[src/tbr_pkg.sv]
// shared constants, types and helpers of the texture box resampler
package tbr_pkg;

    localparam int STORE_TEXELS = 65536;
    localparam int MAX_SIDE     = 1024;

    localparam int SIZE_W    = 11;
    localparam int COORD_W   = 10;
    localparam int IDX_W     = 16;
    localparam int TEXEL_W   = 32;
    localparam int LANES     = 4;
    localparam int LANE_W    = 8;
    localparam int LSUM_W    = LANE_W + 2;
    localparam int FRAC_W    = 16;
    localparam int STEP_W    = SIZE_W + FRAC_W;
    localparam int DEN_W     = SIZE_W + 2;
    localparam int RECIP_SH  = 23;
    localparam int RECIP_W   = RECIP_SH - 1;
    localparam int NUM_W     = 22;
    localparam int TAP_AW    = 21;
    localparam int MUL_A_W   = STEP_W;
    localparam int MUL_B_W   = 24;
    localparam int PROD_W    = MUL_A_W + MUL_B_W;
    localparam int CFG_IDX_W = 2;

    localparam logic [STEP_W-1:0]  STEP_RESET  = STEP_W'(32'h10000);
    localparam logic [RECIP_W-1:0] RECIP_RESET = RECIP_W'(32'h1 << (RECIP_SH - 2));
    localparam logic [STEP_W-1:0]  RECIP_NUM   = STEP_W'(32'h1 << RECIP_SH);

    localparam logic OP_LOAD  = 1'b0;
    localparam logic OP_QUERY = 1'b1;

    typedef enum logic [CFG_IDX_W-1:0] {
        CFG_IN_WIDTH   = 2'd0,
        CFG_IN_HEIGHT  = 2'd1,
        CFG_OUT_WIDTH  = 2'd2,
        CFG_OUT_HEIGHT = 2'd3
    } t_cfg_idx;

    // four tap addresses, row-major, before the store range check
    typedef struct packed {
        logic [TAP_AW-1:0] a0;
        logic [TAP_AW-1:0] a1;
        logic [TAP_AW-1:0] a2;
        logic [TAP_AW-1:0] a3;
    } t_taps;

    // zero acts as one, oversize clamps to the largest side
    function automatic logic [SIZE_W-1:0] eff_size(input logic [SIZE_W-1:0] v);
        if (v == '0) begin
            return SIZE_W'(1);
        end
        if (32'(v) > 32'(MAX_SIDE)) begin
            return SIZE_W'(MAX_SIDE);
        end
        return v;
    endfunction

endpackage

[src/tbr_div.sv]
// restoring divider, one quotient bit per cycle
module tbr_div (
    input  logic                       i_clk,
    input  logic                       i_rst_n,
    input  logic                       i_start,
    input  logic [tbr_pkg::STEP_W-1:0] i_dividend,
    input  logic [tbr_pkg::DEN_W-1:0]  i_divisor,
    output logic                       o_done,
    output logic [tbr_pkg::STEP_W-1:0] o_quot
);

    localparam int QW    = tbr_pkg::STEP_W;
    localparam int DW    = tbr_pkg::DEN_W;
    localparam int CNT_W = $clog2(QW);
    localparam logic [CNT_W-1:0] CNT_LAST = CNT_W'(QW - 1);

    logic [QW-1:0]    r_quot;
    logic [DW-1:0]    r_rem;
    logic [DW-1:0]    r_den;
    logic [CNT_W-1:0] r_cnt;
    logic             r_run;
    logic             r_done;

    logic [DW:0]      w_trial;
    logic             w_ge;
    logic [DW:0]      w_rem_nx;

    always_comb begin
        w_trial  = {r_rem, r_quot[QW-1]};
        w_ge     = (w_trial >= {1'b0, r_den});
        w_rem_nx = w_ge ? (w_trial - {1'b0, r_den}) : w_trial;
    end

    always_ff @(posedge i_clk) begin
        if (!i_rst_n) begin
            r_run  <= 1'b0;
            r_done <= 1'b0;
            r_cnt  <= '0;
        end else begin
            r_done <= 1'b0;
            if (i_start) begin
                r_run <= 1'b1;
                r_cnt <= '0;
            end else if (r_run) begin
                r_cnt <= r_cnt + CNT_W'(1);
                if (r_cnt == CNT_LAST) begin
                    r_run  <= 1'b0;
                    r_done <= 1'b1;
                end
            end
        end
    end

    always_ff @(posedge i_clk) begin
        if (i_start) begin
            r_quot <= i_dividend;
            r_rem  <= '0;
            r_den  <= i_divisor;
        end else if (r_run) begin
            r_quot <= {r_quot[QW-2:0], w_ge};
            r_rem  <= w_rem_nx[DW-1:0];
        end
    end

    assign o_done = r_done;
    assign o_quot = r_quot;

endmodule

[config.mk]
export PLATFORM = sky130hd
export DESIGN_NAME = tbr_div
export DESIGN_NICKNAME = d
export VERILOG_FILES = /design/src/tbr_pkg.sv /design/src/tbr_div.sv
export SDC_FILE = /design/constraint.sdc
export NUM_CORES = 1
export LEC_CHECK = 0
export BUFFER_PORTS_ARGS = -buffer_cell sky130_fd_sc_hd__buf_4
export CAP_MARGIN = 10
export CORE_ASPECT_RATIO = 1.75
export CORE_MARGIN = 2
export CORE_UTILIZATION = 25
export DETAILED_ROUTE_END_ITERATION = 16
export GPL_TIMING_DRIVEN = 1
export PLACE_DENSITY = 0.46
export REMOVE_ABC_BUFFERS = 1
export SYNTH_ARGS = -nofsm -noshare
export SYNTH_HDL_FRONTEND = slang
export SYNTH_SLANG_ARGS = --single-unit
[constraint.sdc]
create_clock -name i_clk -period 2.9 [get_ports i_clk]
set_clock_uncertainty 0.1 [all_clocks]
set_input_delay 0.29 -clock i_clk [delete_from_list [all_inputs] [get_ports i_clk]]
set_output_delay 0.29 -clock i_clk [all_outputs]
set_load 0.05 [all_outputs]
# After elaboration in Yosys (flattened, before gate mapping)
# Index checks and enable logic that the tools add are counted.
# W data, S select, Z words.
# word_totals
regBits	60
input_bits	43
out_inout_bits	28
# op_classes
n_addsub	2
n_bitwise	2
muxes	7
eq_ne	1
magnitude_cmp	1
reduce_logical	3
# op_table
operator	count
$mux W27	2
$ge A14 B13 Y1	1
$mux W13	1
$sub A13 B13 Y13	1
$add A5 B1 Y5 const B	1
$eq A5 B5 Y1 const B	1
$mux W1	4
$reduce_or A3 Y1	1
$not A1 Y1	2
$reduce_bool A2 Y1	1
$reduce_or A2 Y1	1

# Longest topological paths before layout
# Gate-level depths: netlist (run 1).
# logic_depth
ltp_word	4
depth_mapped	11
depth_no_buf	10

# Worst setup path after synthesis (run 1)
# No wires, ideal clock.
# synth_path
kind	register -> register
start	register r_quot[26] (netlist: o_quot[26])
end	register r_quot[0] (netlist: o_quot[0]) (data pin)
t_arrival_ps	2600
required_ps	2540
setup_time_ps	260
synth_period_minus_slack_ps	2960
stages_incl_launch_ff	12
setup_slack_ps	-60
path_cell_list	edfxtp_1 > inv_1 > ha_1 > inv_1 > fa_1 > a211oi_2 > o21ai_2 > a31oi_2 > a21o_1 > buf_6 > nand2_1 > mux2_2
# synth_between
elab_chain_len	3
# synth_lines
item	line	text
start, declared	tbr_div.sv:17	logic [QW-1:0] r_quot;
start signal, assigned	tbr_div.sv:56	r_quot <= i_dividend;
start signal, assigned	tbr_div.sv:60	r_quot <= {r_quot[QW-2:0], w_ge};
$ge A14 B13 Y1	tbr_div.sv:30	w_ge = (w_trial >= {1'b0, r_den});
$mux W27	tbr_div.sv:59	end else if (r_run) begin
$mux W27	tbr_div.sv:55	if (i_start) begin
# Every way passes these cells. The select of a mux whose other input is x is not followed.
# A chain may end at the register's enable or synchronous reset.

# Worst setup path after layout (run 1)
# layout_path
start	register r_quot[26] (netlist: o_quot[26])
end	register r_rem[2]
# layout_between
elab_chain_len	2
word_cells_on_any_way	3
classes_between	1 x add/sub; 1 x order compare; 1 x mux
# layout_lines
item	line	text
$sub A13 B13 Y13 or $ge A14 B13 Y1 (tied branches)	tbr_div.sv:31, tbr_div.sv:30	
$mux W13 (*)	tbr_div.sv:31	w_rem_nx = w_ge ? (w_trial - {1'b0, r_den}) : w_trial;
end signal, assigned	tbr_div.sv:61	r_rem <= w_rem_nx[DW-1:0];
end, declared	tbr_div.sv:18	logic [DW-1:0] r_rem;
# Every way passes the cells marked *; elsewhere a longest branch is shown, timed or not.

==> results of run 1 <==
## timing repair
item / 4_1_cts / 5_1_grt
resized for setup: 0 / 5
hold buffers: 0 / 0
buffers inserted: 0 / 1
endpoints found under the setup margin: 0 / 13
## cell type report
cell class | instances | area share (%)
sequential | 60 | 38.6
inverter | 18 | 1.63
tap | 165 | 4.98
timing repair buffer | 77 | 14.2
multi-input combinational | 182 | 33.6
clock inverter | 5 | 1.30
clock buffer | 11 | 5.61
## cell usage after synthesis (7+ instances only)
| cell type | n |
|---|---|
| a21oi_1 | 12 |
| clkbuf_1 | 8 |
| dfxtp_1 | 20 |
| edfxtp_1 | 40 |
| ha_1 | 15 |
| inv_1 | 18 |
| mux2_2 | 27 |
| nand2_1 | 15 |
| nand3_1 | 10 |
| nor2_1 | 19 |
| nor3_1 | 8 |
| o211ai_1 | 7 |
| o21ai_0 | 8 |
| xnor2_1 | 7 |
## per-layer routing
metal  share of wire, %  up-vias
met4                2.6        0
met2                 58       38
met3                2.6       12
met1                 36     1123
li1                   -     1166
met5                  0        -
## kinds of logic (layout without fill, tap and decap cells)
group                    Yosys count  in the layout  synth area share [%]
XOR/XNOR                          12             12                  3.40
buffers and inverters             30            111                  3.97
adder cells (fa/ha/maj)           16             16                  6.72
multiplexers                      27             27                  9.84
AND/OR/NAND/NOR                   69             69                  10.7
flip-flops                        60             60                  51.8
AO/OA/AOI/OAI                     58             58                  13.6
## stage by stage
stage / hold slack [ns] / utilization (%) / TNS, ns / total power, uW / instances
floorplan: 0.259 / - / -0.283 / 1420 / 260
global placement: 0.368 / 31.7 / 0 / 1620 / 501
detailed placement: 0.369 / 31.7 / 0 / 1620 / 501
CTS: 0.0189 / 34.1 / 0 / 2680 / 517
global route: 0.0191 / 34.3 / 0 / 2770 / 518
finish: 0.0356 / 34.3 / 0 / 2650 / 518
## critical path: cells and delay by family (launching register included)
kind	cells	cell delay [ns]
AO/OA/AOI/OAI	5	1.02
adder cells (fa/ha/maj)	2	0.53
flip-flops	1	0.39
AND/OR/NAND/NOR	1	0.36
buffers and inverters	2	0.14
## state kept, by name, summed over array words and instances (netlist names)
register / flops
r_den: 13
o_quot: 27
o_done: 1
r_cnt: 5
r_run: 1
r_rem: 13
## worst max path at each step
stage / from / end / slack (ns) / depth (start not counted)
floorplan: o_quot[26] / o_quot[0] / -0.12 / 10
global placement: o_quot[26] / o_quot[0] / 0.08 / 10
detailed placement: o_quot[26] / o_quot[0] / 0.02 / 10
CTS: o_quot[26] / o_quot[0] / 0.006 / 10
global route: o_quot[26] / r_rem[2] / 0.05 / 10
finish: o_quot[26] / r_rem[2] / 0.25 / 10
## report_power, final
part | total [uW] | leakage, uW | internal [uW] | switching [uW]
Combinational | 573 | 0.000961 | 225 | 348
Clock | 1040 | 0.000143 | 662 | 380
Sequential | 1040 | 0.000563 | 996 | 38.9
Total | 2650 | 0.00167 | 1880 | 767
==> reports/results.txt, run 1 <==
Outcome: finished clean
Routed wire length per instance: 15.3 um
Fin area: 4150 sq um
Die Y: 151 um
R2r startpoint: o_quot[26]
CTS tree: built
Slew HR: 56.1%
Post-Syn Area: 3090 sq um
Dpl hpwl: 5.93 mm
Clock sink count: 60
Met1 global-route usage: 13.2%
Arrival time of the worst setup path: 2.77 ns
Antenna diodes: 0
Post-synthesis area per instance: 11.4 sq um
Max incr delay on CP: 0.39 ns
Max_cap viols: 0
Core ar.: 12100 sq um
Num rows: 53
Register-to-Register Setup Slack: 0.25 ns
Unrepaired setup endpoints after global routing: no
GP Congestion: 0.805
Worst setup path class: flop to flop
Synth Instances: 272
Fmax: 377 MHz
Pre-CTS WS: 0.0233 ns
Critical path, cell by cell: inv_1 -> ha_1 -> inv_1 -> fa_2 -> a211oi_2 -> o21ai_2 -> a31oi_4 -> a21oi_4 -> or3_1 -> a32o_1
EDFF count, synth: 40
Seq/Total Area, Yosys: 51.8%
Final antenna-violating net count: 0
Ranking of synthesized cells by area: edfxtp_1, dfxtp_1, mux2_2, ha_1, nor2_1
Period utilization: 91.4%
Commonest cells after routing, fill and taps aside: buf_4, edfxtp_1, mux2_2
Num CTS Buffers: 9
Layout area overhead: 34.1%
GR Layer Usage met2: 22.8%
Busiest grt layer: met2
Crit path time final: 2.65 ns
Number of DRC markers in iteration 0: 117
Worst reg2reg path depth: 10
Multi-input logic area: 1390 sq um
GR Util All Layers: 12.5%
Worst-path fanout max: 13
TritonRoute pass-1 iters: 5
Reg-to-reg endpoint: r_rem[2]
Ys flop type: edfxtp_1
FF+latch area: 1600 sq um
CP max stage cell: edfxtp_1
Hold path cells: 1
Final setup fails: 0
Top cell type's share of synthesized area: 38.9%
Via count: 2339
PwrDens: 639 nW/um^2
CTS H-tree lvls: 3
Final worst slack: 0.249 ns
Clk_lat worst skew: 0.33 ns
Die area: 13300 sq um
Critical path's most frequent cell: inv_1
Port buffer count: 70
GR Overflow Total: 0
Largest net degree at the start of global routing: 40
Required time of the critical path: 3.02 ns
Leakage power: 0.00167 uW
Area leader, netlist: edfxtp_1
Met3 usage: 2.51%
Most common cell after layout, fill and taps aside: buf_4
Global-route wire length before repair: 12.3 mm
Async SR Flop Fraction: 0%
Initial core utilization: 25.6%
Initial antenna violation count: 0
Clk slew on worst S/H paths: 0.06 ns
Worst hold path type: input pin to flop
Vias in the first global route: 2380
Placed inst area: 3820 sq um
DRT Wirelength: 7.95 mm
CTS max path bufs: 2
Proportion of layout cells with a drive suffix above 1: 35.7%
DRC: 0
Startpoint Class: flop
Worst IR drop on VDD: 0.261 mV
Netlist cell types: 47
Chip Width: 88.0 um
# IOs: 71
Root buf cell: clkbuf_16
Fillers: 1276
Hold_sp: i_divisor[6]
Worst slew pin tran: 0.656 ns
Vias per cell: 4.52
Register bit total from synthesis: 60
Hold path endpoint: r_den[6]
Fin nets: 407
Final hold viol count: 0
Ys Warns: 0
CP Capture Type: flop
Pins Over Slew Limit: 0
Power figures use the tool's default switching activity.
==> inputs of run 2 (changes only) <==
==> constraint.sdc (replaced) <==
create_clock -name i_clk -period 2.9 [get_ports i_clk]
set_clock_uncertainty 0.1 [all_clocks]
set_input_delay 0.145 -clock i_clk [delete_from_list [all_inputs] [get_ports i_clk]]
set_output_delay 0.145 -clock i_clk [all_outputs]
set_load 0.05 [all_outputs]
==> reports/results.txt, run 2 (same netlist as run 1, synthesis figures left out) <==
Outcome: finished clean
Crit path time final: 2.73 ns
PwrDens: 625 nW/um^2
Arrival time of the worst setup path: 2.88 ns
Chip Width: 88.0 um
Max_cap viols: 0
Worst hold path type: input pin to flop
Initial core utilization: 25.6%
Placed inst area: 3820 sq um
Fmax: 367 MHz
Setup TNS: 0 ns
DRT Wirelength: 7.99 mm
Commonest cells after routing, fill and taps aside: buf_4, edfxtp_1, mux2_2
WP buf/inv: 2
Worst slew pin tran: 0.620 ns
# placed instances: 502
Clk_lat worst skew: 0.33 ns
CP delay by family, top: compound AO/OA/AOI/OAI gates
Clock sink count: 60
CTS H-tree lvls: 3
Slew HR: 58.5%
Clk slew on worst S/H paths: 0.06 ns
Initial antenna violation count: 0
Hold path cells: 2
Pwr Total: 2680 uW
TritonRoute pass-1 iters: 4
Via count: 2453
Fin nets: 423
DRC: 0
Num CTS Buffers: 9
Post-CTS setup buffer count: 0
CTS max path bufs: 2
Fin area: 4290 sq um
Routed wire length per instance: 15.0 um
Root buf cell: clkbuf_16
CP max stage cell: or4_1
Final setup fails: 0
Non-Filler Instances: 534
Unrepaired setup endpoints after global routing: no
Required time of the critical path: 3.05 ns
Worst reg2reg path depth: 10
CP Depth: 10
Multi-input logic area: 1380 sq um
Critical path, cell by cell: inv_1 -> ha_1 -> inv_1 -> fa_1 -> a211oi_2 -> o21ai_2 -> a31oi_4 -> a21oi_4 -> or4_1 -> o211ai_1
Core ar.: 12100 sq um
Worst IR drop on VDD: 0.263 mV
FF+latch area: 1600 sq um
Vias in the first global route: 2429
Fillers: 1281
Global-route wire length before repair: 12.6 mm
Proportion of layout cells with a drive suffix above 1: 34.1%
Period utilization: 94.1%
Num rows: 53
CP Capture Type: flop
Vias per cell: 4.59
GP Congestion: 0.795
Dpl hpwl: 6.02 mm
# IOs: 71
Leakage power: 0.00173 uW
Max incr delay on CP: 0.53 ns
Final hold viol count: 0
Final antenna-violating net count: 0
Max reg flops: 27
GR Util All Layers: 12.6%
Number of DRC markers in iteration 0: 133
Worst setup path class: flop to flop
Startpoint Class: flop
Hold slack: 0.0135 ns
Die area: 13300 sq um
Port buffer count: 70
Die Y: 151 um
CTS tree: built
Pins Over Slew Limit: 0
GR Overflow Total: 0
Antenna diodes: 0
Worst-path fanout max: 13
Largest net degree at the start of global routing: 34
Layout area overhead: 38.9%
Most common cell after layout, fill and taps aside: buf_4
Critical path's most frequent cell: inv_1
run 2: per-stage QoR:
step,util [%],setup WS (ns)
final,35.6,0.172
after global routing,35.6,0.00761
after CTS,35.2,0.0294
after detailed placement,31.7,0.0358
after global placement,31.7,0.0876
after floorplan,-,-0.116
run 2: power breakdown:
part           leakage [uW]  switching, uW  internal (uW)
clock network      0.000142            399            665
registers          0.000563           43.3            996
logic               0.00102            345            235
total               0.00173            787           1900
run 2: timing repair:
| action | in CTS | in global routing |
|---|---|---|
| hold buffers | 14 | 2 |
| endpoints found under the setup margin | 0 | 12 |
| endpoints found under the hold margin | 14 | 2 |
| resized for setup | 0 | 3 |
run 2: final timing paths:
check                           slack, ns         end           start
worst min register to register       0.40   r_rem[12]       r_rem[12]
worst max register to register       0.17   r_rem[12]      o_quot[26]
worst max-delay path                 0.17   r_rem[12]      o_quot[26]
worst min-delay path                 0.01  o_quot[11]  i_dividend[11]
run 2: worst register-to-register path, stage by stage, from the launching register on:
cell	delay (ns)
edfxtp_1	0.38
inv_1	0.09
ha_1	0.16
inv_1	0.06
fa_1	0.42
a211oi_2	0.26
o21ai_2	0.14
a31oi_4	0.26
a21oi_4	0.14
or4_1	0.53
o211ai_1	0.11
run 2: area by class of cell:
type / count / share of cell area [%]
clock inverters: 6 / 1.52
multi-input cells: 182 / 32.2
inverters: 18 / 1.57
flip-flops and latches: 60 / 37.3
clock buffers: 10 / 5.34
repair buffers: 93 / 17.2
well taps: 165 / 4.81
run 2: metal layers:
metal | vias up | GRT usage [%] | wire [um]
met5 | - | 0 | 0
li1 | 1201 | - | -
met3 | 12 | 2.94 | 241
met1 | 1192 | 13.7 | 2930
met2 | 48 | 22.7 | 4650
met4 | 0 | 5.91 | 166
