`config.mk`:
```
export PLATFORM = sky130hd
export DESIGN_NAME = tbr_tapgen
export DESIGN_NICKNAME = d
export VERILOG_FILES = /design/src/tbr_pkg.sv /design/src/tbr_tapgen.sv
export SDC_FILE = /design/constraint.sdc
export NUM_CORES = 2
export LEC_CHECK = 0
export ABC_CLOCK_PERIOD_IN_PS = 9600
export BUFFER_PORTS_ARGS = -buffer_cell sky130_fd_sc_hd__buf_2
export CORE_ASPECT_RATIO = 1.75
export CORE_UTILIZATION = 23
export CTS_CLUSTER_SIZE = 16
export DETAILED_ROUTE_END_ITERATION = 7
export PLACE_DENSITY_LB_ADDON = 0.2
export SYNTH_ARGS = -nofsm -noshare
export SYNTH_HDL_FRONTEND = slang
export SYNTH_SLANG_ARGS = --single-unit
```
`constraint.sdc`:
```
create_clock -name i_clk -period 9.6 [get_ports i_clk]
set_clock_uncertainty 0.15 [all_clocks]
set_input_delay 1.92 -clock i_clk [delete_from_list [all_inputs] [get_ports i_clk]]
set_output_delay 1.92 -clock i_clk [all_outputs]
set_load 0.1 [all_outputs]
```
`src/tbr_pkg.sv`:
```
// shared constants, types and helpers of the texture box resampler
package tbr_pkg;

    localparam int STORE_TEXELS = 65536;
    localparam int MAX_SIDE     = 1024;

    localparam int SIZE_W    = 11;
    localparam int COORD_W   = 10;
    localparam int IDX_W     = 16;
    localparam int TEXEL_W   = 32;
    localparam int LANES     = 4;
    localparam int LANE_W    = 8;
    localparam int LSUM_W    = LANE_W + 2;
    localparam int FRAC_W    = 16;
    localparam int STEP_W    = SIZE_W + FRAC_W;
    localparam int DEN_W     = SIZE_W + 2;
    localparam int RECIP_SH  = 23;
    localparam int RECIP_W   = RECIP_SH - 1;
    localparam int NUM_W     = 22;
    localparam int TAP_AW    = 21;
    localparam int MUL_A_W   = STEP_W;
    localparam int MUL_B_W   = 24;
    localparam int PROD_W    = MUL_A_W + MUL_B_W;
    localparam int CFG_IDX_W = 2;

    localparam logic [STEP_W-1:0]  STEP_RESET  = STEP_W'(32'h10000);
    localparam logic [RECIP_W-1:0] RECIP_RESET = RECIP_W'(32'h1 << (RECIP_SH - 2));
    localparam logic [STEP_W-1:0]  RECIP_NUM   = STEP_W'(32'h1 << RECIP_SH);

    localparam logic OP_LOAD  = 1'b0;
    localparam logic OP_QUERY = 1'b1;

    typedef enum logic [CFG_IDX_W-1:0] {
        CFG_IN_WIDTH   = 2'd0,
        CFG_IN_HEIGHT  = 2'd1,
        CFG_OUT_WIDTH  = 2'd2,
        CFG_OUT_HEIGHT = 2'd3
    } t_cfg_idx;

    // four tap addresses, row-major, before the store range check
    typedef struct packed {
        logic [TAP_AW-1:0] a0;
        logic [TAP_AW-1:0] a1;
        logic [TAP_AW-1:0] a2;
        logic [TAP_AW-1:0] a3;
    } t_taps;

    // zero acts as one, oversize clamps to the largest side
    function automatic logic [SIZE_W-1:0] eff_size(input logic [SIZE_W-1:0] v);
        if (v == '0) begin
            return SIZE_W'(1);
        end
        if (32'(v) > 32'(MAX_SIDE)) begin
            return SIZE_W'(MAX_SIDE);
        end
        return v;
    endfunction

endpackage

```
`src/tbr_tapgen.sv`:
```
// tap address sequencer around one shared multiplier
module tbr_tapgen (
    input  logic                        i_clk,
    input  logic                        i_rst_n,
    input  logic                        i_start,
    input  logic [tbr_pkg::COORD_W-1:0] i_col,
    input  logic [tbr_pkg::COORD_W-1:0] i_row,
    input  logic [tbr_pkg::STEP_W-1:0]  i_step,
    input  logic [tbr_pkg::RECIP_W-1:0] i_recip,
    input  logic [tbr_pkg::SIZE_W-1:0]  i_in_width,
    input  logic [tbr_pkg::SIZE_W-1:0]  i_in_height,
    input  logic [tbr_pkg::DEN_W-1:0]   i_den,
    output logic                        o_done,
    output tbr_pkg::t_taps              o_taps
);

    localparam int SW     = tbr_pkg::SIZE_W;
    localparam int AW     = tbr_pkg::MUL_A_W;
    localparam int BW     = tbr_pkg::MUL_B_W;
    localparam int NW     = tbr_pkg::NUM_W;
    localparam int TW     = tbr_pkg::TAP_AW;
    localparam int FW     = tbr_pkg::FRAC_W;
    localparam int CSUM_W = tbr_pkg::COORD_W + tbr_pkg::STEP_W;
    localparam logic [3:0] K_LAST = 4'd9;

    logic [3:0]                  r_k;
    logic                        r_run;
    logic [tbr_pkg::PROD_W-1:0]  r_prod;
    logic [SW-1:0]               r_c1;
    logic [SW-1:0]               r_c2;
    logic [NW-1:0]               r_n1;
    logic [NW-1:0]               r_n3;
    logic [SW-1:0]               r_q1;
    logic [SW-1:0]               r_q3;
    logic [SW-1:0]               r_r1;
    logic [SW-1:0]               r_r2;
    logic [TW-1:0]               r_base1;
    logic [TW-1:0]               r_base2;

    logic [AW-1:0]               w_a;
    logic [BW-1:0]               w_b;
    logic [tbr_pkg::STEP_W-3:0]  w_quarter;
    logic [tbr_pkg::STEP_W-1:0]  w_three;
    logic [CSUM_W-1:0]           w_csum1;
    logic [CSUM_W-1:0]           w_csum2;
    logic [NW-1:0]               w_n_sel;
    logic [SW-1:0]               w_q_sel;
    logic [NW-1:0]               w_rem;
    logic [SW-1:0]               w_row_fix;

    // operand select per step
    always_comb begin
        unique case (r_k)
            4'd0: begin
                w_a = i_step;
                w_b = BW'(i_col);
            end
            4'd1: begin
                w_a = AW'({i_row, 2'b01});
                w_b = BW'(i_in_height);
            end
            4'd2: begin
                w_a = AW'({i_row, 2'b11});
                w_b = BW'(i_in_height);
            end
            4'd3: begin
                w_a = AW'(r_n1);
                w_b = BW'(i_recip);
            end
            4'd4: begin
                w_a = AW'(r_n3);
                w_b = BW'(i_recip);
            end
            4'd5: begin
                w_a = AW'(r_q1);
                w_b = BW'(i_den);
            end
            4'd6: begin
                w_a = AW'(r_q3);
                w_b = BW'(i_den);
            end
            4'd7: begin
                w_a = AW'(r_r1);
                w_b = BW'(i_in_width);
            end
            4'd8: begin
                w_a = AW'(r_r2);
                w_b = BW'(i_in_width);
            end
            default: begin
                w_a = '0;
                w_b = '0;
            end
        endcase
    end

    // quarter and three-quarter column points, row quotient correction
    always_comb begin
        w_quarter = i_step[tbr_pkg::STEP_W-1:2];
        w_three   = tbr_pkg::STEP_W'(w_quarter) + {w_quarter, 1'b0};
        w_csum1   = CSUM_W'(w_quarter) + r_prod[CSUM_W-1:0];
        w_csum2   = CSUM_W'(w_three) + r_prod[CSUM_W-1:0];
        w_n_sel   = (r_k == 4'd6) ? r_n1 : r_n3;
        w_q_sel   = (r_k == 4'd6) ? r_q1 : r_q3;
        w_rem     = w_n_sel - r_prod[NW-1:0];
        w_row_fix = (w_rem >= NW'(i_den)) ? (w_q_sel + SW'(1)) : w_q_sel;
    end

    always_ff @(posedge i_clk) begin
        if (!i_rst_n) begin
            r_run <= 1'b0;
            r_k   <= '0;
        end else if (i_start) begin
            r_run <= 1'b1;
            r_k   <= '0;
        end else if (r_run) begin
            r_k <= r_k + 4'd1;
            if (r_k == K_LAST) begin
                r_run <= 1'b0;
            end
        end
    end

    always_ff @(posedge i_clk) begin
        r_prod <= w_a * w_b;
        if (r_run) begin
            unique case (r_k)
                4'd1: begin
                    r_c1 <= w_csum1[FW+SW-1:FW];
                    r_c2 <= w_csum2[FW+SW-1:FW];
                end
                4'd2: r_n1 <= r_prod[NW-1:0];
                4'd3: r_n3 <= r_prod[NW-1:0];
                4'd4: r_q1 <= r_prod[tbr_pkg::RECIP_SH+SW-1:tbr_pkg::RECIP_SH];
                4'd5: r_q3 <= r_prod[tbr_pkg::RECIP_SH+SW-1:tbr_pkg::RECIP_SH];
                4'd6: r_r1 <= w_row_fix;
                4'd7: r_r2 <= w_row_fix;
                4'd8: r_base1 <= r_prod[TW-1:0];
                4'd9: r_base2 <= r_prod[TW-1:0];
                default: begin
                end
            endcase
        end
    end

    assign o_done    = r_run && (r_k == K_LAST);
    assign o_taps.a0 = r_base1 + TW'(r_c1);
    assign o_taps.a1 = r_base1 + TW'(r_c2);
    assign o_taps.a2 = r_base2 + TW'(r_c1);
    assign o_taps.a3 = r_base2 + TW'(r_c2);

endmodule

```
* After elaboration in Yosys (flattened, before gate mapping)
Cells that the tools add are included.
** Word-level totals
- Output and inout bits :: 85
- Flip-flop bits (word level) :: 191
- Logic and storage cells :: 59
** Operators by class
- Magnitude comparators :: 1
- Add/subtract/negate cells :: 10
- Reduce and logical (&&, ||, !) cells :: 16
- Bitwise operators :: 1
- Mux-type cells :: 8
- Multipliers :: 1
- Equal/unequal tests :: 9
** Operator list (count)
- 27-bit one-hot mux with 9 select lines :: 1
- 22-bit one-hot mux with 5 select lines :: 1
- 21-bit by 11-bit adder with 21-bit output :: 4
- 27-bit by 22-bit multiplier with 34-bit output :: 1
- 25-bit by 26-bit adder with 27-bit output :: 1
- 25-bit by 27-bit adder with 27-bit output :: 1
- 27-bit adder :: 1
- 22-bit by 13-bit greater-or-equal comparator with 1-bit output :: 1
- 11-bit 2-to-1 mux :: 2
- 22-bit 2-to-1 mux :: 1
- 22-bit subtractor :: 1
- 2-bit AND reduction :: 9
- 4-bit by 3-bit equality test with 1-bit output, second input constant :: 4
- 11-bit by 1-bit adder with 11-bit output, second input constant :: 1
- 2-bit OR reduction :: 5
- 4-bit by 2-bit equality test with 1-bit output, second input constant :: 2
- 4-bit equality test, second input constant :: 2
- 4-bit by 1-bit adder with 4-bit output, second input constant :: 1
- 4-bit by 1-bit equality test with 1-bit output, second input constant :: 1
- 4-bit logical NOT :: 1
- 1-bit 2-to-1 mux :: 3
- 1-bit logical AND :: 1
- 1-bit NOT :: 1

* Logic depth before layout (Yosys ltp)
- Word-level depth :: 5
- Gate-level depth with buffers :: 36
- Depth with buffers taken out :: 32

* Worst setup path after synthesis
OpenSTA, ideal clock, no wires.
- Path type :: input -> register
- Start :: in i_den[9] (netlist bit)
- End :: reg r_prod[32] (netlist bit)
- Cell stages on the path :: 27
- Arrival time :: 8.525 ns
- Required time :: 9.378 ns
- Slack :: 0.853 ns
- Path through :: a22oi_1 -> nand2_1 -> a221oi_1 -> clkbuf_1 -> nor2_1 -> fa_1 -> fa_1 -> inv_1 -> fa_1 -> inv_1 -> fa_1 -> inv_1 -> fa_1 -> inv_1 -> fa_1 -> fa_1 -> ha_1 -> nor3_1 -> nor2_1 -> a211oi_1 -> a21oi_1 -> and2_1 -> o21a_1 -> o21ai_0 -> a21oi_1 -> a2111oi_2 -> xnor2_1
** On the way
- Longest elaborated chain between the ends :: 2
** RTL lines
- start: declaration :: line tbr_tapgen.sv:12 : input logic [tbr_pkg::DEN_W-1:0] i_den,
- 22-bit one-hot mux with 5 select lines :: line tbr_tapgen.sv:53 : unique case (r_k)
- 27-bit by 22-bit multiplier with 34-bit output :: line tbr_tapgen.sv:125 : r_prod <= w_a * w_b;
- end signal: assignment :: line tbr_tapgen.sv:125
- end: declaration :: line tbr_tapgen.sv:28 : logic [tbr_pkg::PROD_W-1:0] r_prod;
Every way passes these cells.
A chain may end at the register's enable or synchronous reset.

* Worst setup path after layout
- Start :: reg r_k[3]
- End :: reg r_prod[32] (netlist bit)
** On the way
- Longest elaborated chain between the ends :: 4
** RTL lines
- start: declaration :: line tbr_tapgen.sv:26 : logic [3:0] r_k;
- start signal: assignment :: line tbr_tapgen.sv:117 : r_k <= r_k + 4'd1;
- 4-bit equality test, or another cell as far along :: line tbr_tapgen.sv:53
- 2-bit OR reduction (no source line)
- 22-bit one-hot mux with 5 select lines :: line tbr_tapgen.sv:53
- 27-bit by 22-bit multiplier with 34-bit output * :: line tbr_tapgen.sv:125
Every way passes the cells marked *; elsewhere a longest branch is shown, timed or not.

==> results.yml <==
run_status:
  outcome: "completed"
timing:
  rsz0062_at_grt: "false"
  finalMaxSlewViolations: 0
  period_minus_slack_ns: 9.15
  final.setup.tns_ns: 0
  hold_viol: 0
  slew-limit-headroom: 0.321
  setup_viol: 0
  worst_pin_slew_ns: 1.01
  fmax_ghz: 0.109
  period_share: 0.953
yosys:
  synth_edf_count: 152
  ys_types: 78
  ys_ff_latch: 191
  synth_cells: 2979
  synth_area_leaders: "fa_1 31%, edfxtp_1 17%, ha_1 10%"
  ys_seq_area_frac: 0.194
  syn_avg_cell_area_um2: 9.23
  synth_fp_nets: 3738
  yosysTopAreaCell: "fa_1"
  synth_top_area_share: 0.309
  synthArstFlopShare: 0
  synthFlopType: "edfxtp_1"
  syn_area_um2: 27500
  yosys_warnings: 0
worst_setup_path:
  timing.rr.end: "r_prod[32]"
  cp_common_cell: "fa_1"
  path_buf_inv: 6
  crit_path_end_kind: "flip-flop"
  start_kind: "flip-flop"
  critPathSlowestCell: "dfxtp_1"
  critPathMaxFanout: 12
  critPathArrivalTime_ns: 9.41
  crit_type: "reg2reg"
  r2r-start: "r_k[3]"
  cp_data_required_time_ns: 9.86
  rrSetupSlack_ns: 0.45
  r2r_cells: 29
  cp_top_family: "adder cells"
  max_stage_delay_ns: 0.66
power:
  seqPwrFrac: 0.142
  power_uw: 9400
  switching_share: 0.511
  ir_drop_mv: 0.310
  power_density_nw_per_um2: 298
  leakagePower_uw: 0.0144
  intPower_uw: 4590
  net-switching-power_uw: 4800
  comb_power_share: 0.775
  power_frac_clock: 0.083
min_path:
  whs_endpoint: "r_q3[10]"
  hold_path.class: "reg2reg"
  hp-start: "r_prod[33]"
  worstHoldPathCells: 0
placement:
  port_buffers: 191
  dpl-instance-area_um2: 30900
  hpwl_mm: 97.5
  gp_congestion: 0.932
finish:
  fin_nets: 3971
  syn2layout_area_growth_pct: 14.9
  post_route_cells_drive_above_1_share: 0.117
  finalInstanceArea_um2: 31600
floorplan:
  boundaryPins: 192
  dieArea_um2: 121000
  die_h_um: 459
  row_count: 167
  fp.dieW_um: 263
  start_util: 0.232
  core_um2: 118000
global_routing:
  grt_pass1_vias: 23900
  antenna_found_initial: 9
  grt_pass1_wl_mm: 162
  grt_max_degree: 44
  grt_overflow_total: 0
  grt_usage: 0.190
route:
  first_pass_iters: 5
  vias: 22000
  viasPerCell: 4.64
  drt_iter0_drc: 1371
  finalWirelength_mm: 113
  drcViolationCount: 0
  routedWlPerCell_um: 23.8
  ant_nets: 0
clock_network:
  clock-root-buffer: "clkbuf_16"
  cts_tree: "built"
  clock-sinks: 191
  htreeDepth: 4
  clkTransAtPathRegs_ns: 0.09
  cts_buffers: 17
  clkLatencyLatePin_ns: 0.49
  ctsHoldBuffers: 0
  cts_buffer_depth: 2
job:
  max-cap-violations: 0
cells in the final DEF (no fill, tap or decap), types with 5 or more instances in the layout:
master | synthesis | layout
and3_1 | 19 | 19
dfxtp_1 | 39 | 39
o21bai_1 | 8 | 8
a22o_1 | 15 | 15
xnor2_1 | 116 | 116
o211ai_1 | 17 | 17
nand2b_1 | 18 | 18
ha_1 | 228 | 228
o21ai_0 | 62 | 62
a21oi_1 | 89 | 89
nand4_1 | 12 | 12
buf_4 | 1 | 126
a221o_1 | 13 | 13
edfxtp_1 | 152 | 152
o2111ai_1 | 9 | 8
nor4_1 | 5 | 5
and4_1 | 8 | 8
a21o_1 | 12 | 12
mux2i_1 | 15 | 15
nand3_1 | 33 | 33
nor3_1 | 31 | 28
xor2_1 | 49 | 49
a21boi_0 | 17 | 17
a22oi_1 | 48 | 48
a221oi_1 | 12 | 11
or3_1 | 11 | 11
inv_1 | 520 | 520
nand2_1 | 454 | 454
buf_2 | 10 | 191
fa_1 | 424 | 424
clkbuf_16 | 0 | 17
o31a_1 | 7 | 7
clkinv_8 | 0 | 6
a211oi_1 | 11 | 11
and2_1 | 30 | 30
o21a_1 | 16 | 16
nor2b_1 | 19 | 19
nor2_1 | 287 | 287
state kept, by name (all words and copies together), names as in the netlist:
signal / flops
r_prod: 34
r_n1: 22
r_n3: 22
r_base1: 21
r_base2: 21
r_c1: 11
r_c2: 11
r_q1: 11
r_q3: 11
r_r1: 11
r_r2: 11
r_k: 4
r_run: 1
final cells by class:
cell class	count	area [um2]
Fill cell	12800	86900
Timing Repair Buffer	320	1960
Clock inverter	15	213
Multi-Input combinational cell	2162	19800
Tap cell	1521	1900
Clock buffer	17	425
Sequential cell	191	5350
Inverter	520	1950
Antenna cell	3	7.51
per-layer routing:
metal / global-route usage / vias to the layer above / share of wire
met1: 0.191 / 11100 / 0.35
met3: 0.0195 / 239 / 0.039
met5: 0 / - / 0.00049
met4: 0.138 / 8 / 0.081
met2: 0.359 / 688 / 0.53
li1: - / 10000 / -
per-stage QoR:
stage                     setup WS (ns)  cells  hold WS (ns)   util
after global routing             0.0136   4747         0.294  0.267
after global placement            0.166   4712         0.255  0.261
final                             0.454   4749         0.275  0.267
after detailed placement          0.205   4712         0.263  0.261
after CTS                         0.416   4744         0.274  0.266
after floorplan                   0.853   2979         0.254      -
worst max-delay path by stage:
| stage | slack (ns) | end | startpoint | cells after the start |
|---|---|---|---|---|
| CTS | 0.42 | r_prod[32] | r_k[0] | 31 |
| floorplan | 0.85 | r_prod[32] | i_den[9] | 27 |
| global route | 0.01 | r_prod[32] | r_k[0] | 31 |
| detailed placement | 0.21 | r_prod[32] | i_den[2] | 27 |
| global placement | 0.17 | r_prod[32] | i_den[2] | 27 |
| finish | 0.45 | r_prod[32] | r_k[3] | 29 |
synth_stat cells, drive strengths merged (4+ instances only):
cell type and number:
inv 520, nand2 457, fa 424, nor2 287, ha 228, edfxtp 152, xnor2 116, a21oi 89
clkbuf 77, o21ai 63, a22oi 50, xor2 49, dfxtp 39, nand3 33, and2 31, nor3 31
buf 29, and3 19, nor2b 19, nand2b 18, a21boi 17, o211ai 17, a221oi 16, o21a 16
a22o 15, mux2i 15, a221o 13, a21o 12, nand4 12, a211oi 11, or3 11, o2111ai 9
and4 8, o21bai 8, o31a 7, a2111oi 6, nor3b 5, nor4 5, a211o 4, o31ai 4
cell families (layout without fill, tap and decap cells):
kind of cell | Yosys count | after routing | synth area share
simple gates | 949 | 949 | 0.148
fa+ha+maj | 652 | 652 | 0.412
buf+inv | 626 | 872 | 0.0878
compound gates | 379 | 379 | 0.0979
flops | 191 | 191 | 0.194
xor+xnor | 166 | 166 | 0.0534
mux | 16 | 16 | 0.00587
other cells | 0 | 3 | 0
power groups by stage:
stage          combinational, uW  sequential, uW  clock [uW]
2_1_floorplan               4870            1260           0
3_3_place_gp                7350            1360           0
3_5_place_dp                7360            1360           0
4_1_cts                     7410            1340         795
5_1_grt                     8180            1340         818
6_report                    7290            1340         776
timing repair:
item / 4_1_cts / 5_1_grt
setup endpoints to repair: 0 / 4
gates resized for setup: 0 / 1
setup buffers: 0 / 2
(Power assumes the default switching activity.)
